<file path="src/rtl/core/mcct_pkg.sv">
// ----------------------------------------------------------------------------
// mcct_pkg: shared definitions for the countdown timer bank
// Channel count, counter width, command codes and the control/status
// bundles that pass between the controller and the datapath.
// ----------------------------------------------------------------------------
package mcct_pkg;

  // Bank size and counter width
  localparam int CHANNELS   = 16;
  localparam int COUNT_BITS = 32;
  localparam int CH_IDX_W   = (CHANNELS > 1) ? $clog2(CHANNELS) : 1;
  // Width wide enough to compare a channel number against the bank size
  localparam int CH_CMP_W   = $clog2(CHANNELS + 1) + 4;

  // Field widths of the item ports
  localparam int MODE_W    = 2;
  localparam int CHANNEL_W = 4;
  localparam int PERIOD_W  = 32;

  // Item command codes
  typedef enum logic [MODE_W-1:0] {
    MODE_TICK  = 2'd0,
    MODE_START = 2'd1,
    MODE_STOP  = 2'd2,
    MODE_QUERY = 2'd3
  } mode_t;

  // Result status codes
  localparam logic STATUS_OK        = 1'b0;
  localparam logic STATUS_PARAM_ERR = 1'b1;

  // Controller to datapath commands
  typedef struct packed {
    logic load;       // capture the accepted item
    logic exec;       // run the captured item
    logic walk_step;  // process one channel of a tick walk
    logic finish;     // emit the closing result of a tick walk
  } mcct_cmd_t;

  // Datapath to controller status
  typedef struct packed {
    logic out_free;   // result register can take a new result this cycle
    logic is_tick;    // captured item is a tick
    logic tick_en;    // tick enable register
    logic walk_last;  // walk is at the final channel
  } mcct_sts_t;

endpackage

</file>
<file path="src/rtl/core/multi_channel_countdown_timer_core.sv">
// ----------------------------------------------------------------------------
// multi_channel_countdown_timer_core: bank of one-shot/periodic timers
// Top level joining the sequencing controller and the channel datapath.
// ----------------------------------------------------------------------------
// A start, stop or query item is captured on acceptance, then executed into
// the result register. An enabled tick walks the channel registers one channel
// per cycle and gives one result per expired channel in ascending order, or
// one empty result; a stall on the result side pauses the walk. One item is
// in work at a time; the next is accepted as soon as the previous one has
// placed its last result in the output register.
// ----------------------------------------------------------------------------
module multi_channel_countdown_timer_core import mcct_pkg::*; (
  input  logic                 clk,
  input  logic                 rst_n,
  input  logic                 cfg_wr_en,
  input  logic                 cfg_wr_data,
  input  logic                 in_valid,
  output logic                 in_stall,
  input  logic [MODE_W-1:0]    in_mode,
  input  logic [CHANNEL_W-1:0] in_channel,
  input  logic [PERIOD_W-1:0]  in_period,
  input  logic                 in_periodic,
  output logic                 out_valid,
  input  logic                 out_stall,
  output logic                 out_status,
  output logic [CHANNEL_W-1:0] out_channel_out,
  output logic                 out_expired,
  output logic                 out_is_active,
  output logic                 out_last
);

  mcct_cmd_t cmd;
  mcct_sts_t sts;

  // Sequencing
  mcct_ctrl u_ctrl (
    .clk      (clk),
    .rst_n    (rst_n),
    .in_valid (in_valid),
    .in_stall (in_stall),
    .sts      (sts),
    .cmd      (cmd)
  );

  // Channel state and results
  mcct_dp u_dp (
    .clk             (clk),
    .rst_n           (rst_n),
    .cmd             (cmd),
    .sts             (sts),
    .cfg_wr_en       (cfg_wr_en),
    .cfg_wr_data     (cfg_wr_data),
    .in_mode         (in_mode),
    .in_channel      (in_channel),
    .in_period       (in_period),
    .in_periodic     (in_periodic),
    .out_valid       (out_valid),
    .out_stall       (out_stall),
    .out_status      (out_status),
    .out_channel_out (out_channel_out),
    .out_expired     (out_expired),
    .out_is_active   (out_is_active),
    .out_last        (out_last)
  );

endmodule

</file>
<file path="src/rtl/core/mcct_ctrl.sv">
// ----------------------------------------------------------------------------
// mcct_ctrl: sequencing for the countdown timer bank
// Accepts one item at a time and steps the datapath through execution and,
// for an enabled tick, a walk over every channel followed by a closing result.
// ----------------------------------------------------------------------------
module mcct_ctrl import mcct_pkg::*; (
  input  logic      clk,
  input  logic      rst_n,
  input  logic      in_valid,
  output logic      in_stall,
  input  mcct_sts_t sts,
  output mcct_cmd_t cmd
);

  typedef enum logic [1:0] {
    ST_IDLE,
    ST_EXEC,
    ST_WALK,
    ST_FINISH
  } state_t;

  state_t state_r, state_nxt;

  // Decode commands and next state
  always_comb begin
    state_nxt     = state_r;
    cmd           = '0;
    case (state_r)
      ST_IDLE: begin
        if (in_valid) begin
          cmd.load  = 1'b1;
          state_nxt = ST_EXEC;
        end
      end
      ST_EXEC: begin
        if (sts.out_free) begin
          cmd.exec  = 1'b1;
          state_nxt = (sts.is_tick && sts.tick_en) ? ST_WALK : ST_IDLE;
        end
      end
      ST_WALK: begin
        if (sts.out_free) begin
          cmd.walk_step = 1'b1;
          if (sts.walk_last) begin
            state_nxt = ST_FINISH;
          end
        end
      end
      ST_FINISH: begin
        if (sts.out_free) begin
          cmd.finish = 1'b1;
          state_nxt  = ST_IDLE;
        end
      end
      default: begin
        state_nxt = ST_IDLE;
      end
    endcase
  end

  assign in_stall = (state_r != ST_IDLE);

  // Hold state
  always_ff @(posedge clk) begin
    if (!rst_n) begin
      state_r <= ST_IDLE;
    end else begin
      state_r <= state_nxt;
    end
  end

  // Only one command at a time
  a_cmd_onehot: assert property (@(posedge clk) disable iff (!rst_n)
    $onehot0(cmd))
    else $error("more than one datapath command in a cycle");

  // A walk always ends with a closing result
  a_walk_to_finish: assert property (@(posedge clk) disable iff (!rst_n)
    cmd.walk_step && sts.walk_last |=> state_r == ST_FINISH)
    else $error("walk did not move to its closing result");

  // Results only go out when the result register is free
  a_cmd_free: assert property (@(posedge clk) disable iff (!rst_n)
    (cmd.exec || cmd.walk_step || cmd.finish) |-> sts.out_free)
    else $error("command issued while the result register is blocked");

endmodule

</file>
<file path="src/rtl/core/mcct_dp.sv">
// ----------------------------------------------------------------------------
// mcct_dp: channel state and result path of the countdown timer bank
// Holds per-channel flags, periods and counts, executes start, stop and
// query items, walks the channels on a tick and drives the result register.
// ----------------------------------------------------------------------------
module mcct_dp import mcct_pkg::*; (
  input  logic                 clk,
  input  logic                 rst_n,
  input  mcct_cmd_t            cmd,
  output mcct_sts_t            sts,
  input  logic                 cfg_wr_en,
  input  logic                 cfg_wr_data,
  input  logic [MODE_W-1:0]    in_mode,
  input  logic [CHANNEL_W-1:0] in_channel,
  input  logic [PERIOD_W-1:0]  in_period,
  input  logic                 in_periodic,
  output logic                 out_valid,
  input  logic                 out_stall,
  output logic                 out_status,
  output logic [CHANNEL_W-1:0] out_channel_out,
  output logic                 out_expired,
  output logic                 out_is_active,
  output logic                 out_last
);

  localparam logic [CH_CMP_W-1:0] CH_LIMIT = CH_CMP_W'(CHANNELS);
  localparam logic [CH_IDX_W-1:0] IDX_LAST = CH_IDX_W'(CHANNELS - 1);

  // Channel state
  logic [CHANNELS-1:0]   active_r;
  logic [CHANNELS-1:0]   periodic_r;
  logic [COUNT_BITS-1:0] period_r [CHANNELS];
  logic [COUNT_BITS-1:0] remain_r [CHANNELS];
  logic                  tick_en_r;

  // Captured item
  mode_t                 mode_r;
  logic [CHANNEL_W-1:0]  chan_r;
  logic [PERIOD_W-1:0]   period_in_r;
  logic                  periodic_in_r;

  // Walk state and the expiry held back until the next one is known
  logic [CH_IDX_W-1:0]   idx_r;
  logic                  pend_v_r;
  logic [CH_IDX_W-1:0]   pend_ch_r;
  logic                  pend_act_r;

  // Result register
  logic                  out_valid_r;
  logic                  out_status_r;
  logic [CHANNEL_W-1:0]  out_channel_r;
  logic                  out_expired_r;
  logic                  out_is_active_r;
  logic                  out_last_r;

  logic                  out_free;
  logic                  ch_ok;
  logic [CH_IDX_W-1:0]   ch_idx;
  logic [COUNT_BITS-1:0] walk_rem;
  logic [COUNT_BITS-1:0] walk_dec;
  logic                  walk_act;
  logic                  walk_hit;

  assign out_free = !out_valid_r || !out_stall;
  assign ch_ok    = ({{(CH_CMP_W-CHANNEL_W){1'b0}}, chan_r} < CH_LIMIT);
  assign ch_idx   = CH_IDX_W'(chan_r);

  // Count down the walked channel, stopping at zero
  assign walk_act = active_r[idx_r];
  assign walk_rem = remain_r[idx_r];
  assign walk_dec = (walk_rem != '0) ? (walk_rem - COUNT_BITS'(1)) : walk_rem;
  assign walk_hit = walk_act && (walk_dec == '0);

  assign sts.out_free  = out_free;
  assign sts.is_tick   = (mode_r == MODE_TICK);
  assign sts.tick_en   = tick_en_r;
  assign sts.walk_last = (idx_r == IDX_LAST);

  // Configuration register
  always_ff @(posedge clk) begin
    if (!rst_n) begin
      tick_en_r <= 1'b1;
    end else if (cfg_wr_en) begin
      tick_en_r <= cfg_wr_data;
    end
  end

  // Capture the accepted item
  always_ff @(posedge clk) begin
    if (!rst_n) begin
      mode_r <= MODE_TICK;
    end else if (cmd.load) begin
      mode_r <= mode_t'(in_mode);
    end
  end

  always_ff @(posedge clk) begin
    if (cmd.load) begin
      chan_r        <= in_channel;
      period_in_r   <= in_period;
      periodic_in_r <= in_periodic;
    end
  end

  // Flag updates: start, stop and expiry of a one-shot channel
  always_ff @(posedge clk) begin
    if (!rst_n) begin
      active_r   <= '0;
      periodic_r <= '0;
    end else if (cmd.exec && ch_ok) begin
      if (mode_r == MODE_START && period_in_r != '0) begin
        active_r[ch_idx]   <= 1'b1;
        periodic_r[ch_idx] <= periodic_in_r;
      end else if (mode_r == MODE_STOP) begin
        active_r[ch_idx] <= 1'b0;
      end
    end else if (cmd.walk_step && walk_hit && !periodic_r[idx_r]) begin
      active_r[idx_r] <= 1'b0;
    end
  end

  // Period and count storage
  always_ff @(posedge clk) begin
    if (!rst_n) begin
      for (int i = 0; i < CHANNELS; i++) begin
        period_r[i] <= '0;
        remain_r[i] <= '0;
      end
    end else if (cmd.exec && ch_ok && mode_r == MODE_START && period_in_r != '0) begin
      period_r[ch_idx] <= COUNT_BITS'(period_in_r);
      remain_r[ch_idx] <= COUNT_BITS'(period_in_r);
    end else if (cmd.walk_step && walk_act) begin
      remain_r[idx_r] <= (walk_hit && periodic_r[idx_r]) ? period_r[idx_r] : walk_dec;
    end
  end

  // Walk index and held-back expiry
  always_ff @(posedge clk) begin
    if (!rst_n) begin
      idx_r    <= '0;
      pend_v_r <= 1'b0;
    end else if (cmd.exec) begin
      idx_r    <= '0;
      pend_v_r <= 1'b0;
    end else if (cmd.walk_step) begin
      idx_r <= idx_r + CH_IDX_W'(1);
      if (walk_hit) begin
        pend_v_r <= 1'b1;
      end
    end
  end

  always_ff @(posedge clk) begin
    if (cmd.walk_step && walk_hit) begin
      pend_ch_r  <= idx_r;
      pend_act_r <= periodic_r[idx_r];
    end
  end

  // Result register: load on a new result, drop once taken
  always_ff @(posedge clk) begin
    if (!rst_n) begin
      out_valid_r <= 1'b0;
    end else if ((cmd.exec && !(sts.is_tick && tick_en_r)) || cmd.finish
                 || (cmd.walk_step && walk_hit && pend_v_r)) begin
      out_valid_r <= 1'b1;
    end else if (!out_stall) begin
      out_valid_r <= 1'b0;
    end
  end

  always_ff @(posedge clk) begin
    if (cmd.exec) begin
      out_channel_r <= (mode_r == MODE_TICK) ? '0 : chan_r;
      out_expired_r <= 1'b0;
      out_last_r    <= 1'b1;
      case (mode_r)
        MODE_TICK: begin
          out_status_r    <= STATUS_OK;
          out_is_active_r <= 1'b0;
        end
        MODE_START: begin
          if (!ch_ok) begin
            out_status_r    <= STATUS_PARAM_ERR;
            out_is_active_r <= 1'b0;
          end else if (period_in_r == '0) begin
            out_status_r    <= STATUS_PARAM_ERR;
            out_is_active_r <= active_r[ch_idx];
          end else begin
            out_status_r    <= STATUS_OK;
            out_is_active_r <= 1'b1;
          end
        end
        MODE_STOP: begin
          out_status_r    <= ch_ok ? STATUS_OK : STATUS_PARAM_ERR;
          out_is_active_r <= 1'b0;
        end
        MODE_QUERY: begin
          out_status_r    <= STATUS_OK;
          out_is_active_r <= ch_ok && active_r[ch_idx];
        end
        default: begin
          out_status_r    <= STATUS_OK;
          out_is_active_r <= 1'b0;
        end
      endcase
    end else if (cmd.walk_step && walk_hit && pend_v_r) begin
      // Earlier expiry goes out now that a later one follows
      out_status_r    <= STATUS_OK;
      out_channel_r   <= CHANNEL_W'(pend_ch_r);
      out_expired_r   <= 1'b1;
      out_is_active_r <= pend_act_r;
      out_last_r      <= 1'b0;
    end else if (cmd.finish) begin
      out_status_r    <= STATUS_OK;
      out_channel_r   <= pend_v_r ? CHANNEL_W'(pend_ch_r) : '0;
      out_expired_r   <= pend_v_r;
      out_is_active_r <= pend_v_r && pend_act_r;
      out_last_r      <= 1'b1;
    end
  end

  assign out_valid       = out_valid_r;
  assign out_status      = out_status_r;
  assign out_channel_out = out_channel_r;
  assign out_expired     = out_expired_r;
  assign out_is_active   = out_is_active_r;
  assign out_last        = out_last_r;

  // An expiry result never carries an error
  a_exp_ok: assert property (@(posedge clk) disable iff (!rst_n)
    out_valid_r && out_expired_r |-> out_status_r == STATUS_OK)
    else $error("expiry result with error status");

  // A fresh walk starts with nothing held back
  a_walk_clear: assert property (@(posedge clk) disable iff (!rst_n)
    cmd.exec |=> !pend_v_r && idx_r == '0)
    else $error("walk state not cleared on execution");

  // The final channel step wraps the walk index
  a_idx_wrap: assert property (@(posedge clk) disable iff (!rst_n)
    cmd.walk_step && idx_r == IDX_LAST |=> idx_r == CH_IDX_W'(CHANNELS % (1 << CH_IDX_W)))
    else $error("walk index did not wrap after the final channel");

endmodule
</file>
<file path="config.mk">
export PLATFORM = sky130hd
export DESIGN_NAME = multi_channel_countdown_timer_core
export DESIGN_NICKNAME = d
export VERILOG_FILES = /design/src/rtl/core/mcct_pkg.sv /design/src/rtl/core/multi_channel_countdown_timer_core.sv /design/src/rtl/core/mcct_ctrl.sv /design/src/rtl/core/mcct_dp.sv
export SDC_FILE = /design/constraint.sdc
export NUM_CORES = 2
export LEC_CHECK = 0
export ABC_AREA = 1
export BUFFER_PORTS_ARGS = -buffer_cell sky130_fd_sc_hd__buf_2
export CAP_MARGIN = 40
export CORE_MARGIN = 2
export CORE_UTILIZATION = 40
export CTS_CLUSTER_SIZE = 28
export DETAILED_ROUTE_END_ITERATION = 8
export MAX_ROUTING_LAYER = met4
export PLACE_DENSITY_LB_ADDON = 0.08
export SYNTH_ARGS = -nofsm -noshare
export SYNTH_HDL_FRONTEND = slang
export SYNTH_SLANG_ARGS = --single-unit
</file>
<file path="constraint.sdc">
create_clock -name clk -period 7.9 [get_ports clk]
set_input_delay 0.395 -clock clk [delete_from_list [all_inputs] [get_ports clk]]
set_output_delay 0.395 -clock clk [all_outputs]
set_load 0.02 [all_outputs]
</file>
==> flow_summary_export.csv <==
group,metric,value,unit
drt,drt-pass1-iter-count,5,
die,start_util,40.3,%
clocking,htree_num_levels,4,
timing,hold_viol,0,
timing,slew_viol_final,0,
die,die-width,368,um
clocking,clkSlewWorstSetupHoldPaths,60,ps
timing,clock_skew,27.5,ps
placement,port_buffers,54,
setup_path,required,8490,ps
cells_and_area,drive_gt1_share,8.87,%
pwr,p_per_area,266,nW/um^2
cells_and_area,nNetsFinal,5467,
drt,antenna_left,0,
die,row_count,133,
synth,synth.area.top_cells,"edfxtp_1 (61%), nor2_1 (7.7%), nand2_1 (6.9%), a21oi_1 (5.0%), o21ai_0 (3.9%)",
setup_path,regToRegSetupSlack,1790,ps
clocking,ctsRootBufferMaster,"clkbuf_16",
synth,syn_inst,5513,
job,drv_cap,0,
clocking,cts_setup_buffers,0,
synth,synth-seq-cells,1121,
timing,fmax,164,MHz
die,die_y,368,um
die,die_area,135000,sq um
timing,finalCritPeriodShare,77.3,%
global_route,grt.total_usage,29.7,%
die,coreArea,131000,sq um
drt,num_vias,41900,
timing,tns,0,ps
timing,layout_setup_ws,1790,ps
drt,first_iter_violations,4880,
synth,ys_warn_count,0,
placement,dp_slack,1880,ps
pwr,irDropWorstVdd,0.198,mV
setup_path,crit_path_start_kind,"register",
global_route,grt_pass1_wl,285000,um
placement,dpl.hpwl,107000,um
pwr,p_leak,22.7,nW
global_route,overflow,0,
global_route,grt_max_degree,176,
timing,slew_headroom,34.6,%
timing,fin_crit,6110,ps
clocking,clk_path_buf_depth,3,
setup_path,end_kind,"register",
synth,synth.distinct_cells,39,
synth,synth_top_cell_area_share,60.8,%
outcome,outcome,"finished clean",
setup_path,cp.arrival,6700,ps
cells_and_area,antenna_cells,0,
synth,avgSynthCellArea,9.61,sq um
setup_path,crit_path_max_fanout,52,
die,ios,55,
drt,wl_per_cell,27.2,um
synth,yosysTopAreaCell,"edfxtp_1",
global_route,grt_pass1_vias,39900,
synth,synth_nets,5563,
clocking,cts_made_buffers,132,
placement,gp_congestion,0.924,
synth,yosysSeqAreaShare,62.6,%
min_path,min_path_type,"in -> reg",
timing,rsz0062_at_grt,"false",
drt,drc,0,
timing,tightest_slew,981,ps
global_route,antenna_found_initial,5,
timing,setup_viol,0,
synth,synth_area,53000,sq um
drt,wl,198000,um
clocking,cts_tree,"done",
cells_and_area,syn2layout_area_growth,12.1,%
setup_path,crit_type,"reg -> reg",
clocking,clkSinkCount,1121,
clocking,clk_latency,780,ps
drt,vias_per_cell,5.77,
[metrics by stage]
step	hold slack, ps	instances	cell area [sq um]	power, mW	utilization (%)
global route	128	7268	59400	16.4	45.2
global placement	460	6983	54500	9.81	41.5
CTS	45.7	7268	59400	15.9	45.2
detailed placement	469	6995	54800	9.81	41.7
finish	83.0	7268	59400	15.8	45.2
floorplan	441	5513	53000	8.71	-
[cells by family (layout without fill, tap and decap cells)]
kind of cell | after synthesis | count (layout) | share of synthesized area, %
AOI/OAI and AO/OA | 1185 | 1185 | 12.2
xor gates and xnor gates | 10 | 10 | 0.165
adders and majority gates | 5 | 5 | 0.118
buffers and inverters | 709 | 709 | 5.76
DFF | 1121 | 1121 | 62.6
and+or+nand+nor | 2483 | 2483 | 19.1
[sequential cells by signal (all words and copies together) (netlist names), 2 cells and up, named ones only]
register              count
u_dp.period_r           512
u_dp.remain_r           512
u_dp.period_in_r         32
u_dp.periodic_r          16
u_dp.ch_idx               4
u_dp.idx_r                4
u_dp.out_channel_out      4
u_dp.pend_ch_r            4
u_dp.mode_r               2
[path summary, 6_finish.rpt]
check                                    startpoint  depth (start not counted)                    end
worst max-delay path                       register                         22  u_dp.remain_r[13][31]
worst min register to register  u_dp.periodic_r[10]                          2    u_dp.periodic_r[10]
worst min-delay path                       in_valid                          4         u_dp.mode_r[0]
worst max register to register             register                         22  u_dp.remain_r[13][31]
[worst max-delay path: stages, from the launching register on]
cell	delay [ps]
dfxtp_4	500
buf_4	770
nand3_1	150
nand3_1	120
nand2_1	170
inv_1	130
ha_1	280
inv_1	120
nor2_2	170
nand2_1	150
nor2_4	250
nand2_1	120
nor2_2	130
inv_2	170
o21ai_0	180
nand2_1	100
nor2_1	140
nand3_1	130
nor2_4	480
nand3_4	450
nand2_1	150
nand3_1	620
a21oi_1	350
[metal layers]
| layer | GRT usage [%] | vias up | wire (um) | share of wire (%) |
|---|---|---|---|---|
| met1 | 39.0 | 21000 | 83700 | 42 |
| met3 | 3.63 | 391 | 12700 | 6.4 |
| met5 | - | - | 0 | 0 |
| met2 | 48.0 | 1663 | 95300 | 48 |
| li1 | - | 18900 | - | - |
| met4 | 9.39 | 0 | 6100 | 3.1 |
[Yosys cell counts]
master       n
nand3_2     30
edfxtp_1  1072
nor2_2       3
nand3b_1     2
nand4_1     48
a21oi_2     18
a211oi_1     1
buf_6       18
inv_1      237
nand2_1    971
or2_0        1
nand3_1    322
o21ai_1     34
inv_2        6
or2_2        1
a31oi_1     32
nor2_4       4
nor3_1       9
nand3_4      1
nor4_1       4
o31ai_1      2
nor2_1    1081
o21ai_0    416
clkbuf_1   291
a22oi_1      1
o22ai_1     49
and2_1       5
buf_2       65
ha_1         5
or4_1        1
xnor2_1      5
buf_4       46
o211ai_1    13
xor2_1       5
buf_1       26
o221ai_1    85
dfxtp_1     49
clkinv_1    20
a21oi_1    534
[cells in the final DEF (no fill, tap or decap), types with 4 or more instances in the layout]
cell type	netlist	final
nor3_1	9	9
buf_4	46	100
clkinv_1	20	35
nand2_1	971	914
clkbuf_16	0	138
inv_1	237	235
dfxtp_1	49	45
bufinv_16	0	11
nor4_1	4	4
o22ai_1	49	49
nand3_2	30	38
nand2_2	0	57
nor2_4	4	4
ha_1	5	5
buf_12	0	15
inv_6	0	6
nand3_1	322	314
xor2_1	5	5
dfxtp_4	0	4
nand4_1	48	48
a21oi_2	18	19
o21ai_0	416	416
inv_2	6	6
a31oi_1	32	32
buf_16	0	4
xnor2_1	5	5
clkbuf_1	291	34
clkinv_2	0	22
and2_1	5	5
o211ai_1	13	13
edfxtp_1	1072	1072
dlygate4sd3_1	0	43
buf_2	65	53
o21ai_1	34	34
a21oi_1	534	533
nor2_1	1081	1081
o221ai_1	85	85
[where the power goes]
group / internal [mW] / leakage (nW) / switching, mW / total, mW
Clock: 3.55 / 2.06 / 2.51 / 6.07
Sequential: 6.77 / 11.4 / 0.183 / 6.95
Combinational: 0.615 / 9.17 / 2.16 / 2.78
[timing repair]
item,CTS,global route
resized for setup,0,0
hold endpoints to repair,41,0
endpoints found under the setup margin,0,0
hold buffers,43,0
[layout make-up]
cell class	instances	area, sq um
clock buffer	172	3580
clock inverter	58	613
fill	12700	72100
inverter	263	1010
multi-input combinational	3683	16900
sequential	1121	33200
tap	1755	2200
timing repair buffer	216	1870
Power figures use the tool's default switching activity.
